==> src/hdl/mlrq_pkg.sv <==
// Shared types, constants and helpers for the multilevel ready queue.
`timescale 1ns / 1ps
`default_nettype none
package mlrq_pkg;

   localparam int READY_SLOTS = 16;
   localparam int SLOT_W      = (READY_SLOTS > 1) ? $clog2(READY_SLOTS) : 1;

   localparam logic [7:0]  PRIO_MAX      = 8'd149;
   localparam logic [7:0]  LEVEL1_MIN    = 8'd100;
   localparam logic [7:0]  LEVEL2_MIN    = 8'd50;
   localparam logic [15:0] AGE_WAIT_RST  = 16'd1500;
   localparam logic [7:0]  AGE_BOOST_RST = 8'd10;

   typedef enum logic [1:0] {
      CMD_ENQ = 2'd0,
      CMD_DEQ = 2'd1,
      CMD_AGE = 2'd2,
      CMD_NOP = 2'd3
   } cmd_type;

   typedef enum logic [1:0] {
      STAT_OK    = 2'd0,
      STAT_EMPTY = 2'd1,
      STAT_FULL  = 2'd2
   } status_type;

   typedef enum logic [1:0] {
      LVL_NONE = 2'd0,
      LVL_1    = 2'd1,
      LVL_2    = 2'd2,
      LVL_3    = 2'd3
   } level_type;

   typedef enum logic [1:0] {
      S_IDLE,
      S_SCAN,
      S_DRAIN,
      S_FIN
   } fsm_type;

   typedef struct packed {
      logic [1:0]  level;
      logic [7:0]  id;
      logic [7:0]  prio;
      logic [31:0] burst;
      logic [30:0] ready;
      logic [31:0] waiting;
      logic [15:0] seq;
   } entry_type;

   typedef struct packed {
      logic [15:0] wait_ticks;
      logic [7:0]  boost;
   } csr_type;

   // clamp a 34-bit two's complement value to the signed 32-bit range
   function automatic logic [31:0] sat32(input logic [33:0] v);
      logic [31:0] r;
      if (!v[33] && (v[32:31] != 2'b00)) r = 32'h7FFF_FFFF;
      else if (v[33] && (v[32:31] != 2'b11)) r = 32'h8000_0000;
      else r = v[31:0];
      return r;
   endfunction

   // arrival number a is earlier than b, modulo wrap
   function automatic logic seq_before(input logic [15:0] a, input logic [15:0] b);
      logic [15:0] d;
      d = b - a;
      return (d != 16'd0) && !d[15];
   endfunction

endpackage
`default_nettype wire

==> src/hdl/mlrq_csr.sv <==
// APB register block: aging threshold and boost.
`timescale 1ns / 1ps
`default_nettype none
module mlrq_csr (
   input  wire                   clock,
   input  wire                   reset,
   input  wire                   psel,
   input  wire                   penable,
   input  wire                   pwrite,
   input  wire  [2:0]            paddr,
   input  wire  [31:0]           pwdata,
   output logic [31:0]           prdata,
   output logic                  pready,
   output mlrq_pkg::csr_type     csr
);
   import mlrq_pkg::*;

   logic [15:0] wait_ff;
   logic [7:0]  boost_ff;
   logic        wr_en;

   assign pready = 1'b1;
   assign wr_en  = psel && penable && pwrite;

   always_ff @(posedge clock) begin
      if (reset) begin
         wait_ff  <= AGE_WAIT_RST;
         boost_ff <= AGE_BOOST_RST;
      end else if (wr_en) begin
         if (paddr[2]) boost_ff <= pwdata[7:0];
         else wait_ff <= pwdata[15:0];
      end
   end

   always_comb begin
      if (paddr[2]) prdata = {24'd0, boost_ff};
      else prdata = {16'd0, wait_ff};
   end

   assign csr.wait_ticks = wait_ff;
   assign csr.boost      = boost_ff;

endmodule
`default_nettype wire

==> src/hdl/multilevel_ready_queue_aging_top.sv <==
// Top level of the multilevel ready queue with aging.
//
// Commands enter on start/busy: a word is taken at a clock edge with start high
// and busy low, and busy stays high until its result has been produced. The
// result shows on the rsp_ ports for one cycle with rsp_valid high; the
// receiver cannot stall, so it must take it then.
// Entries live in one synchronous memory of READY_SLOTS words; slot valid bits
// sit in flip-flops. Commands sweep the memory one slot per cycle:
//   enqueue, dequeue : one sweep
//   age              : one sweep per level
//   enqueue into a full table, no-op : no sweep
// The sweep length is set by the single memory read port; aging adds a two
// stage read-modify-write behind the read.
// Reset (synchronous) empties the table, clears the arrival counter and loads
// the register defaults; no clearing pass is needed.
// Registers: 0x0 aging wait threshold, 0x4 aging boost.
`timescale 1ns / 1ps
`default_nettype none
module multilevel_ready_queue_aging_top (
   input  wire          clock,
   input  wire          reset,
   input  wire          start,
   output logic         busy,
   input  wire  [1:0]   req_command,
   input  wire  [7:0]   req_thread_id,
   input  wire  [7:0]   req_thread_priority,
   input  wire  [31:0]  req_burst_estimate,
   input  wire  [31:0]  req_waiting_ticks,
   input  wire  [30:0]  req_now_tick,
   input  wire  [7:0]   req_running_id,
   input  wire  [7:0]   req_running_priority,
   input  wire  [31:0]  req_running_burst,
   output logic         rsp_valid,
   output logic [1:0]   rsp_status,
   output logic [7:0]   rsp_chosen_id,
   output logic [7:0]   rsp_chosen_priority,
   output logic [31:0]  rsp_chosen_burst,
   output logic [31:0]  rsp_chosen_waiting,
   output logic [1:0]   rsp_chosen_level,
   output logic         rsp_preempt_running,
   input  wire          psel,
   input  wire          penable,
   input  wire          pwrite,
   input  wire  [2:0]   paddr,
   input  wire  [31:0]  pwdata,
   output logic [31:0]  prdata,
   output logic         pready
);
   import mlrq_pkg::*;

   csr_type csr;

   mlrq_csr u_csr (
      .clock   (clock),
      .reset   (reset),
      .psel    (psel),
      .penable (penable),
      .pwrite  (pwrite),
      .paddr   (paddr),
      .pwdata  (pwdata),
      .prdata  (prdata),
      .pready  (pready),
      .csr     (csr)
   );

   fsm_type state_ff, state_in;
   cmd_type cmd_ff;
   logic [7:0]  tid_ff, tprio_ff, rid_ff, rprio_ff;
   logic [31:0] tburst_ff, rburst_ff;
   logic [30:0] now_ff;
   logic        full_ff;

   logic [SLOT_W-1:0] idx_ff, idx_in;
   logic [1:0]        pass_ff, pass_in;
   logic              drain_ff, drain_in;

   logic [READY_SLOTS-1:0] valid_ff;
   logic [15:0]            seq_ff;

   entry_type mem [READY_SLOTS];
   entry_type rd_q_ff;
   logic      rd_en;
   logic      wr_en;
   logic [SLOT_W-1:0] wr_addr;
   entry_type wr_data;

   logic              s1_vld_ff;
   logic [SLOT_W-1:0] s1_slot_ff;
   logic [1:0]        s1_pass_ff;

   logic              s2_vld_ff;
   logic [SLOT_W-1:0] s2_slot_ff;
   entry_type         s2_ent_ff;
   logic [31:0]       s2_diff_ff;
   logic [33:0]       s2_wait_ff;
   logic [32:0]       s2_wsub_ff;

   logic              rid_hit_ff, preempt_ff;
   logic              best_vld_ff;
   entry_type         best_ff;
   logic [SLOT_W-1:0] best_slot_ff;

   logic        accept;
   logic        full;
   logic [SLOT_W-1:0] free_slot;
   logic [1:0]  new_level;
   logic        fin_en;

   assign busy   = (state_ff != S_IDLE);
   assign accept = start && !busy;

   always_comb begin
      full      = &valid_ff;
      free_slot = '0;
      for (int i = READY_SLOTS - 1; i >= 0; i--) begin
         if (!valid_ff[i]) free_slot = SLOT_W'(i);
      end
   end

   always_comb begin
      if (req_thread_priority >= LEVEL1_MIN) new_level = LVL_1;
      else if (req_thread_priority >= LEVEL2_MIN) new_level = LVL_2;
      else new_level = LVL_3;
   end

   // sequencer
   always_comb begin
      state_in = state_ff;
      idx_in   = idx_ff;
      pass_in  = pass_ff;
      drain_in = drain_ff;
      rd_en    = 1'b0;
      fin_en   = 1'b0;
      case (state_ff)
         S_IDLE: begin
            if (accept) begin
               idx_in   = '0;
               pass_in  = LVL_1;
               drain_in = 1'b0;
               if (cmd_type'(req_command) == CMD_NOP) state_in = S_FIN;
               else if (cmd_type'(req_command) == CMD_ENQ && full) state_in = S_FIN;
               else state_in = S_SCAN;
            end
         end
         S_SCAN: begin
            rd_en = 1'b1;
            if (idx_ff == SLOT_W'(READY_SLOTS - 1)) begin
               idx_in = '0;
               if (cmd_ff == CMD_AGE && pass_ff != LVL_3) pass_in = pass_ff + 2'd1;
               else state_in = S_DRAIN;
            end else begin
               idx_in = idx_ff + SLOT_W'(1);
            end
         end
         S_DRAIN: begin
            drain_in = 1'b1;
            if (drain_ff) state_in = S_FIN;
         end
         S_FIN: begin
            fin_en   = 1'b1;
            state_in = S_IDLE;
         end
         default: state_in = S_IDLE;
      endcase
   end

   always_ff @(posedge clock) begin
      if (reset) begin
         state_ff <= S_IDLE;
      end else begin
         state_ff <= state_in;
      end
      idx_ff   <= idx_in;
      pass_ff  <= pass_in;
      drain_ff <= drain_in;
   end

   always_ff @(posedge clock) begin
      if (accept) begin
         cmd_ff    <= cmd_type'(req_command);
         tid_ff    <= req_thread_id;
         tprio_ff  <= req_thread_priority;
         tburst_ff <= req_burst_estimate;
         now_ff    <= req_now_tick;
         rid_ff    <= req_running_id;
         rprio_ff  <= req_running_priority;
         rburst_ff <= req_running_burst;
         full_ff   <= full;
      end
   end

   // stage 1: memory word arrives
   logic        s1_take;
   logic        s1_better;
   logic [31:0] s1_diff;
   logic [33:0] s1_wait;
   logic [32:0] s1_wsub;
   logic        s1_age;
   logic        s1_hit;

   always_comb begin
      s1_diff = {1'b0, now_ff} - {1'b0, rd_q_ff.ready};
      s1_wait = {{2{s1_diff[31]}}, s1_diff} + {{2{rd_q_ff.waiting[31]}}, rd_q_ff.waiting};
      s1_wsub = {rd_q_ff.waiting[31], rd_q_ff.waiting} - {17'd0, csr.wait_ticks};
      s1_age  = s1_vld_ff && (cmd_ff == CMD_AGE) && valid_ff[s1_slot_ff]
                && (rd_q_ff.level == s1_pass_ff);
      // level-1 entries of the running thread block preemption
      s1_hit  = s1_vld_ff && (cmd_ff != CMD_DEQ) && valid_ff[s1_slot_ff]
                && (rd_q_ff.level == LVL_1) && (rd_q_ff.id == rid_ff);
      if (rd_q_ff.level == LVL_1 && rd_q_ff.burst != best_ff.burst)
         s1_better = rd_q_ff.burst < best_ff.burst;
      else if (rd_q_ff.level == LVL_2 && rd_q_ff.prio != best_ff.prio)
         s1_better = rd_q_ff.prio > best_ff.prio;
      else
         s1_better = seq_before(rd_q_ff.seq, best_ff.seq);
      s1_take = s1_vld_ff && (cmd_ff == CMD_DEQ) && valid_ff[s1_slot_ff]
                && (!best_vld_ff || (rd_q_ff.level < best_ff.level)
                    || ((rd_q_ff.level == best_ff.level) && s1_better));
   end

   // stage 2: aging decision and write back
   logic        s2_event;
   logic [31:0] s2_wsat;
   logic [33:0] s2_wmove;
   logic [8:0]  s2_sum;
   logic [7:0]  s2_newp;
   logic        s2_to_l1, s2_to_l2, s2_reseq;
   entry_type   s2_new;
   logic        s2_pre;

   always_comb begin
      s2_event = s2_vld_ff && ($signed(s2_wait_ff) >= $signed({18'd0, csr.wait_ticks}));
      s2_wsat  = sat32({s2_wsub_ff[32], s2_wsub_ff});
      s2_wmove = {{2{s2_wsat[31]}}, s2_wsat} + {{2{s2_diff_ff[31]}}, s2_diff_ff};
      s2_sum   = {1'b0, s2_ent_ff.prio} + {1'b0, csr.boost};
      s2_newp  = (s2_sum > {1'b0, PRIO_MAX}) ? PRIO_MAX : s2_sum[7:0];
      s2_to_l1 = (s2_newp >= LEVEL1_MIN) && (s2_ent_ff.prio < LEVEL1_MIN);
      s2_to_l2 = !s2_to_l1 && (s2_newp >= LEVEL2_MIN) && (s2_ent_ff.prio < LEVEL2_MIN);
      s2_reseq = !s2_to_l1 && !s2_to_l2 && (s2_ent_ff.level == LVL_2)
                 && (s2_newp != s2_ent_ff.prio);
      s2_new         = s2_ent_ff;
      s2_new.prio    = s2_newp;
      s2_new.waiting = s2_wsat;
      if (s2_to_l1) begin
         s2_new.waiting = sat32(s2_wmove);
         s2_new.ready   = now_ff;
         s2_new.level   = LVL_1;
         s2_new.seq     = seq_ff;
      end else if (s2_to_l2) begin
         s2_new.level = LVL_2;
         s2_new.seq   = seq_ff;
      end else if (s2_reseq) begin
         s2_new.seq = seq_ff;
      end
      s2_pre = (rid_ff != s2_ent_ff.id) && !rid_hit_ff
               && ((rprio_ff >= LEVEL1_MIN) ? (rburst_ff > s2_ent_ff.burst)
                                            : (rid_ff != 8'd0));
   end

   // memory write port: enqueue at accept, aging write back otherwise
   always_comb begin
      wr_en   = 1'b0;
      wr_addr = s2_slot_ff;
      wr_data = s2_new;
      if (accept && cmd_type'(req_command) == CMD_ENQ && !full) begin
         wr_en           = 1'b1;
         wr_addr         = free_slot;
         wr_data.level   = new_level;
         wr_data.id      = req_thread_id;
         wr_data.prio    = req_thread_priority;
         wr_data.burst   = req_burst_estimate;
         wr_data.ready   = req_now_tick;
         wr_data.waiting = req_waiting_ticks;
         wr_data.seq     = seq_ff;
      end else if (s2_event) begin
         wr_en = 1'b1;
      end
   end

   always_ff @(posedge clock) begin
      if (wr_en) mem[wr_addr] <= wr_data;
   end

   always_ff @(posedge clock) begin
      if (rd_en) rd_q_ff <= mem[idx_ff];
   end

   logic enq_wr;
   assign enq_wr = accept && cmd_type'(req_command) == CMD_ENQ && !full;

   always_ff @(posedge clock) begin
      if (reset) begin
         s1_vld_ff   <= 1'b0;
         s2_vld_ff   <= 1'b0;
         valid_ff    <= '0;
         seq_ff      <= '0;
         rid_hit_ff  <= 1'b0;
         preempt_ff  <= 1'b0;
         best_vld_ff <= 1'b0;
      end else begin
         s1_vld_ff <= rd_en;
         s2_vld_ff <= s1_age;
         if (accept) begin
            rid_hit_ff  <= 1'b0;
            preempt_ff  <= 1'b0;
            best_vld_ff <= 1'b0;
         end else begin
            if (s1_hit || (s2_event && s2_to_l1 && (s2_ent_ff.id == rid_ff)))
               rid_hit_ff <= 1'b1;
            if (s2_event && s2_to_l1 && s2_pre) preempt_ff <= 1'b1;
            if (s1_take) best_vld_ff <= 1'b1;
         end
         if (enq_wr) valid_ff[free_slot] <= 1'b1;
         else if (fin_en && cmd_ff == CMD_DEQ && best_vld_ff)
            valid_ff[best_slot_ff] <= 1'b0;
         if (enq_wr || (s2_event && (s2_to_l1 || s2_to_l2 || s2_reseq)))
            seq_ff <= seq_ff + 16'd1;
      end
   end

   always_ff @(posedge clock) begin
      s1_slot_ff <= idx_ff;
      s1_pass_ff <= pass_ff;
      s2_slot_ff <= s1_slot_ff;
      s2_ent_ff  <= rd_q_ff;
      s2_diff_ff <= s1_diff;
      s2_wait_ff <= s1_wait;
      s2_wsub_ff <= s1_wsub;
      if (s1_take) begin
         best_ff      <= rd_q_ff;
         best_slot_ff <= s1_slot_ff;
      end
   end

   // result word
   logic        rsp_valid_ff;
   logic [1:0]  rsp_status_ff, rsp_status_in;
   logic [7:0]  rsp_id_ff, rsp_id_in, rsp_prio_ff, rsp_prio_in;
   logic [31:0] rsp_burst_ff, rsp_burst_in, rsp_wait_ff, rsp_wait_in;
   logic [1:0]  rsp_level_ff, rsp_level_in;
   logic        rsp_pre_ff, rsp_pre_in;
   logic [31:0] fin_diff;
   logic        enq_pre;

   always_comb begin
      fin_diff = {1'b0, now_ff} - {1'b0, best_ff.ready};
      enq_pre  = (tprio_ff >= LEVEL1_MIN) && (rid_ff != tid_ff) && !rid_hit_ff
                 && ((rprio_ff >= LEVEL1_MIN) ? (rburst_ff > tburst_ff)
                                              : (rid_ff != 8'd0));
      rsp_status_in = STAT_OK;
      rsp_id_in     = '0;
      rsp_prio_in   = '0;
      rsp_burst_in  = '0;
      rsp_wait_in   = '0;
      rsp_level_in  = LVL_NONE;
      rsp_pre_in    = 1'b0;
      case (cmd_ff)
         CMD_ENQ: begin
            if (full_ff) rsp_status_in = STAT_FULL;
            else rsp_pre_in = enq_pre;
         end
         CMD_DEQ: begin
            if (!best_vld_ff) begin
               rsp_status_in = STAT_EMPTY;
            end else begin
               rsp_id_in    = best_ff.id;
               rsp_prio_in  = best_ff.prio;
               rsp_burst_in = best_ff.burst;
               rsp_wait_in  = sat32({{2{best_ff.waiting[31]}}, best_ff.waiting}
                                    + {{2{fin_diff[31]}}, fin_diff});
               rsp_level_in = best_ff.level;
            end
         end
         CMD_AGE: rsp_pre_in = preempt_ff;
         default: rsp_status_in = STAT_OK;
      endcase
   end

   always_ff @(posedge clock) begin
      if (reset) begin
         rsp_valid_ff <= 1'b0;
      end else begin
         rsp_valid_ff <= fin_en;
      end
      if (fin_en) begin
         rsp_status_ff <= rsp_status_in;
         rsp_id_ff     <= rsp_id_in;
         rsp_prio_ff   <= rsp_prio_in;
         rsp_burst_ff  <= rsp_burst_in;
         rsp_wait_ff   <= rsp_wait_in;
         rsp_level_ff  <= rsp_level_in;
         rsp_pre_ff    <= rsp_pre_in;
      end
   end

   assign rsp_valid           = rsp_valid_ff;
   assign rsp_status          = rsp_status_ff;
   assign rsp_chosen_id       = rsp_id_ff;
   assign rsp_chosen_priority = rsp_prio_ff;
   assign rsp_chosen_burst    = rsp_burst_ff;
   assign rsp_chosen_waiting  = rsp_wait_ff;
   assign rsp_chosen_level    = rsp_level_ff;
   assign rsp_preempt_running = rsp_pre_ff;

   a_rsp_idle: assert property (@(posedge clock) disable iff (reset)
      rsp_valid_ff |-> (state_ff == S_IDLE))
      else $error("result word while a command is in flight");

   a_rsp_pulse: assert property (@(posedge clock) disable iff (reset)
      rsp_valid_ff |=> !rsp_valid_ff)
      else $error("result strobe longer than one cycle");

   a_s2_age: assert property (@(posedge clock) disable iff (reset)
      s2_vld_ff |-> (cmd_ff == CMD_AGE && state_ff != S_IDLE))
      else $error("write-back stage active outside an aging sweep");

   a_wr_clash: assert property (@(posedge clock) disable iff (reset)
      accept |-> !s2_vld_ff && !s1_vld_ff)
      else $error("new command accepted while the sweep pipeline is busy");

   a_enq_slot: assert property (@(posedge clock) disable iff (reset)
      enq_wr |=> valid_ff[$past(free_slot)])
      else $error("enqueue did not claim its slot");

endmodule
`default_nettype wire

==> config.mk <==
export PLATFORM = sky130hd
export DESIGN_NAME = multilevel_ready_queue_aging_top
export DESIGN_NICKNAME = d
export VERILOG_FILES = /design/src/hdl/mlrq_pkg.sv /design/src/hdl/mlrq_csr.sv /design/src/hdl/multilevel_ready_queue_aging_top.sv
export SDC_FILE = /design/constraint.sdc
export NUM_CORES = 2
export LEC_CHECK = 0
export BUFFER_PORTS_ARGS = -buffer_cell sky130_fd_sc_hd__buf_2
export CAP_MARGIN = 20
export CORE_MARGIN = 1
export CORE_UTILIZATION = 59
export DETAILED_ROUTE_END_ITERATION = 10
export PLACE_DENSITY = 0.76
export SLEW_MARGIN = 10
export SYNTH_ARGS = -nofsm -noshare
export SYNTH_HDL_FRONTEND = slang
export SYNTH_HIERARCHICAL = 1
export SYNTH_SLANG_ARGS = --single-unit
==> constraint.sdc <==
create_clock -name clock -period 19.05 [get_ports clock]
set_clock_uncertainty 0.2 [all_clocks]
set_input_delay 3.81 -clock clock [delete_from_list [all_inputs] [get_ports clock]]
set_output_delay 3.81 -clock clock [all_outputs]
set_load 0.05 [all_outputs]
After elaboration in Yosys (flattened, before gate mapping)
Memory sizes are Yosys's and may differ from the RTL's. A register that Yosys moved wholly into a read port is not among the register bits.
Cells that the tools add are included.
{ "classes": {"eq_ne": 29, "n_shift": 0, "n_reduce_logical": 85, "multipliers": 0, "addsub": 11, "mux": 73, "order_cmp": 20, "n_div": 0, "n_bitwise": 6} }
{ "ops": {"columns": ["op", "n"], "rows": [
  ["$mux 32", 5],
  ["$mux 129", 1],
  ["$add 32x32->33", 3],
  ["$mux 16", 6],
  ["$mux 4", 19],
  ["$gt 32x32->1", 2],
  ["$sub 31x31->32", 2],
  ["$mux 63", 1],
  ["$logic_and 1x1->1", 47],
  ["$ge 33x17->1", 1],
  ["$sub 32x17->33", 1],
  ["$ge 8x7->1 const B", 4],
  ["$lt 32x32->1", 1],
  ["$ne 32x32->1", 1],
  ["$ne 8x8->1", 4],
  ["$mux 31", 1],
  ["$mux 2", 13],
  ["$ne 2x2->1 const B", 9],
  ["$mux 1", 17],
  ["$add 16x1->16 const B", 1],
  ["$and 16x16->16", 1],
  ["$eq 8x8->1", 2],
  ["$ge 8x6->1 const B", 2],
  ["$not 16->16", 1],
  ["other kinds (36)", 79]
]} }
{ "word_totals": {"n_memories": 1, "ramBits": 2064, "ff_bits": 624, "latch_bits": 0, "rom_bits": 0, "elab_cells": 276, "out_inout_bits": 120} }
{ "memory_table": {"columns": ["memory", "depth", "width", "rd", "rd_ports_with_merged_regs", "wr", "line", "source"], "rows": [
  ["mem", 16, 129, 1, 1, 1, "multilevel_ready_queue_aging_top.sv:80", "entry_type mem [READY_SLOTS];"]
]} }

Logic depth before layout (Yosys ltp)
{ "logic_depth": {"word_depth": 22, "mapped_depth": 25, "mapped_depth_nobuf": 23} }

Modules after synthesis
The synthesis kept the hierarchy.
{ "modules_own_cells": {"columns": ["mod", "area_each_um2", "seq_area_each_um2", "cells_per_inst", "n_inst"], "rows": [
  ["multilevel_ready_queue_aging_top", 114522.3, 81298.0, 6403, 1],
  ["mlrq_csr", 1331.3, 480.5, 141, 1]
]} }

Worst setup path after synthesis
No wires, ideal clock.
{ "synth_timing": {"path_type": "in2reg", "startpoint": "input start", "endpoint": "memory mem[4][0] in the netlist's numbering, enable pin", "stages": 7, "setup_time_ns": 0.619, "t_arrival_ns": 10.768, "path_slack_ns": 7.464, "path_buffers": 1, "t_required_ns": 18.231, "path_cell_list": "nand2_1 > or3_1 > nor2_1 > clkbuf_1 > mux2i_1 > or3b_2 > nor2_1"} }
{ "synth_via": {"elab_chain_cells": 6} }
{ "synth_lines": {"columns": ["element", "line", "source"], "rows": [
  ["start, declared", "multilevel_ready_queue_aging_top.sv:22", "input wire start,"],
  ["$logic_and 1x1->1 (*)", "multilevel_ready_queue_aging_top.sv:110", "assign accept = start && !busy;"],
  ["$logic_and 1x1->1 (*) (2 in a row)", "multilevel_ready_queue_aging_top.sv:265", "if (accept && cmd_type'(req_command) == CMD_ENQ && !full) begin"],
  ["$mux 1", "multilevel_ready_queue_aging_top.sv:265", null],
  ["$mux 1", "multilevel_ready_queue_aging_top.sv:281", "if (wr_en) mem[wr_addr] <= wr_data;"],
  ["$mux 1 (not written as such)", "multilevel_ready_queue_aging_top.sv:281", null],
  ["end, declared", "multilevel_ready_queue_aging_top.sv:80", null]
]} }
Mark *: on every way between the ends. The rest lies on a longest branch, timed or not.

Final worst setup path
{ "layout_timing": {"startpoint": "input start", "endpoint": "memory mem[5][58] in the netlist's numbering, enable pin"} }
Same word-level chain as after synthesis.

==> metrics.md <==
| Metric | Value |
|---|---|
| Rel. slew slack | `20.9%` |
| Top Ports | `roughly 320` |
| Clk pin slew, worst setup/hold paths | `0.06 ns` |
| Worst endpoint required time | `19.38 ns` |
| Actual slew at the worst max-slew pin | `approximately 1.2 ns` |
| Dpl hpwl | `164 mm` |
| Placed cell count | `9341` |
| Post_cts resized | `0` |
| GR Util met2 | `49.0%` |
| Post-layout min period | `9.20 ns` |
| Area leader, netlist | `edfxtp_1` |
| WP data arrival | `9.53 ns` |
| Critical Path Max Stage Delay | `0.90 ns` |
| Max_cap viols | `0` |
| Die Wd | `445 um` |
| # nets final | `7594` |
| Met3 usage | `4.53%` |
| # DRC | `0` |
| Setup Buffers After CTS | `0` |
| GR Layer Usage met1 | `39.1%` |
| Number of CTS-inserted buffers | `301` |
| Vias in the first global route | `64000` |
| Initial antenna violation count | `7` |
| Area grow syn2layout | `12.9%` |
| Peak Freq | `between 100 and 150 MHz` |
| Cell variety after synth | `90` |
| Initial Util | `between 50% and 60%` |
| Layout Cells excl Fill | `9910` |
| Ys async rst share | `0%` |
| Wire per inst | `29.6 um` |
| Setup violators final | `0` |
| Total Wirelength | `293 mm` |
| Mapped Cells | `6544` |
| Slowest-stage cell, CP | `nor2_4` |
| Core Rows | `162` |
| Core area | `195000 um^2` |
| Die area | `~200000 um^2` |
| FILL cells | `12500` |
| Crit path kind | `in -> reg` |
| Power per cell area | `177 nW/um^2` |
| Die height | `445 um` |
| Grt peak-use layer | `met2` |
| Routed vias | `between 60000 and 70000` |
| Clk Tree Root Cell | `clkbuf_16` |
| Max Root-Sink Buffers | `4` |
| Leak | `44.8 nW` |
| Seq cells post-synth | `between 2000 and 3000` |
| CP max FO | `46` |
| Post-synth EDFFs | `2544` |
| Fin. max-slew vios | `0` |
| Hold Vio Cnt, Final | `0` |
| Hold_buf cts | `0` |
| Share of cells above drive strength 1 | `between 20 and 25%` |
| First-pass iteration count of the detailed router | `6` |
| Post-synth top flop | `edfxtp_1` |
| RSZ-0062 raised after global routing | `no` |
| CP Launch Type | `input pin` |
| Syn_area_per_cell | `17.7 um^2` |
| IO Port Bufs | `284` |
| DR iter-0 viols | `7197` |
| DR vias/cell | `6.44` |
| CP dominant cell by count | `buf_4` |
| Run status | `complete, no violations` |
| DRT antenna net count | `0` |
| Largest cells by area after synthesis | `edfxtp_1, mux4_2, dfxtp_1, ha_1, o21ai_0` |
| Depth of the CTS H-tree | `5` |
| Largest net degree at the start of global routing | `150` |
| Top cell type's share of synthesized area | `65.9%` |
| Cell Area, Synth | `116000 um^2` |
| Period utilisation layout | `48.3%` |
| TNS Setup | `0 ns` |
| CTS Sinks | `2813` |
| Placer Congestion | `0.935` |
| Yosys synthesis warning count | `6` |
| Gr usage total | `29.5%` |
| Critical path cell sequence | `buf_2 > nand2_1 > nor3_1 > nand2_4 > o21ai_1 > nor2b_1 > nand2_1 > nor2_4 > buf_4 > buf_4 > buf_4` |
| Overflow after GRT | `0` |
| First-pass GRT wire length | `422 mm` |
| Clk Latency, worst-skew pair | `0.94 ns` |
| TritonCTS clock tree | `built` |
| Peak supply drop | `0.000133 V` |
| Sequential cell area fraction in the yosys report | `a little over two thirds` |
| Hold WC Path Type | `reg -> reg` |
| CP Capture Type | `flop` |
[synth_stat cells (8+ instances only)]
cell type,n
nor2b_1,53
nand2b_1,75
o22ai_1,13
nor2_1,283
a21oi_1,244
or3_1,48
a311oi_1,8
o21ai_0,262
o21bai_1,16
o211ai_1,14
nor3_1,36
o21a_1,58
nand4_1,39
a211o_1,16
mux2_2,24
nand3_1,56
nor4_1,20
a31oi_1,57
or2_2,13
mux4_2,650
mux2i_1,31
nand3b_1,8
ha_1,326
xnor2_1,125
xor2_1,68
a21o_1,104
and3_1,15
and2_1,30
fa_1,8
a211oi_1,29
o31ai_1,11
inv_1,278
dfxtp_1,269
a31o_2,8
clkbuf_1,160
nand2_1,324
buf_4,20
buf_1,63
or4_1,11
edfxtp_1,2544
[per-stage QoR]
| step | util, % | hold WS [ns] | instance area (um^2) | setup slack, ns | power (mW) |
|---|---|---|---|---|---|
| after floorplan | - | 0.146 | 116000 | 7.46 | 14.9 |
| after global placement | 62.0 | 0.163 | 121000 | 8.99 | 17.0 |
| after detailed placement | 62.0 | 0.159 | 121000 | 9.00 | 17.3 |
| after CTS | 66.9 | 0.172 | 130000 | 9.90 | 23.1 |
| after global routing | 67.1 | 0.194 | 131000 | 9.64 | 24.1 |
| final | 67.1 | 0.172 | 131000 | 9.85 | 23.2 |
[state kept, by name, summed over array words and instances, names as in the netlist, 33 cells and up]
name and count:
rd_q_ff 129, s2_wsub_ff 33, best_ff 129, mem 2064, s2_ent_ff 97, s2_wait_ff 33
[cells in the final DEF, fill, tap and decap left out, drive strengths merged, types with 14 or more instances in the layout]
master,netlist,routed
xor2,68,68
mux2,24,24
a211oi,31,31
nand2,324,324
nor4,20,20
conb,2,17
buf,92,428
mux2i,31,31
and3,15,15
nand4,39,39
o21bai,16,16
inv,278,285
o21ai,268,268
a21oi,244,244
and2,30,30
bufinv,0,26
nor2b,53,53
o21a,58,58
xnor2,125,125
nor2,284,284
a31oi,57,57
nand2b,75,75
o211ai,14,14
or3,49,49
nand3,56,56
a211o,16,16
edfxtp,2544,2544
ha,326,326
nor3,36,36
dfxtp,269,269
clkbuf,160,415
a21o,104,104
clkinv,0,95
mux4,650,650
or2,14,14
[layout make-up]
cell class	instances	area, um^2	area share [%]
antenna	1	2.50	0.00191
clock buffer	395	8140	6.22
multi-input combinational	3216	32300	24.7
clock inverter	135	1380	1.06
sequential	2813	81800	62.5
tap	2624	3280	2.51
timing repair buffer	448	2850	2.18
inverter	278	1050	0.802
[worst paths after layout]
kind,depth (start not counted),slack [ns],start,endpoint
worst max register to register,22,10.99,now_ff[0],rsp_chosen_waiting[17]
worst min-delay path,0,0.17,pass_ff[1],s1_pass_ff[1]
worst max-delay path,11,9.85,start,mem[5][58]
worst min register to register,0,0.17,pass_ff[1],s1_pass_ff[1]
[per-layer routing]
layer | vias up | routed length (um)
met5 | - | 27
met4 | 4 | 13200
met3 | 648 | 25500
met2 | 3547 | 145000
met1 | 32600 | 109000
li1 | 27000 | -
[critical path: cells and delay by family]
kind | cells | cell delay, ns
buffers and inverters | 4 | 2.46
and+or+nand+nor | 6 | 2.50
AOI/OAI and AO/OA | 1 | 0.59
[cells by family (layout without fill, tap and decap cells)]
| family | count (synthesis) | count (layout) | share of synthesized area (%) |
|---|---|---|---|
| xor gates and xnor gates | 193 | 193 | 1.46 |
| DFF | 2813 | 2813 | 70.6 |
| muxes | 705 | 705 | 13.1 |
| AOI/OAI and AO/OA | 931 | 931 | 5.06 |
| buffers and inverters | 530 | 1256 | 1.82 |
| and+or+nand+nor | 1035 | 1035 | 4.27 |
| adders and majority gates | 335 | 335 | 3.67 |
| other | 2 | 18 | 0.00648 |
[report_power, final]
part / total [mW] / internal [mW] / switching [mW]
clock: 5.71 / 3.36 / 2.34
combinational: 8.29 / 3.27 / 5.02
sequential: 9.21 / 8.79 / 0.420
Power figures use the tool's default switching activity.
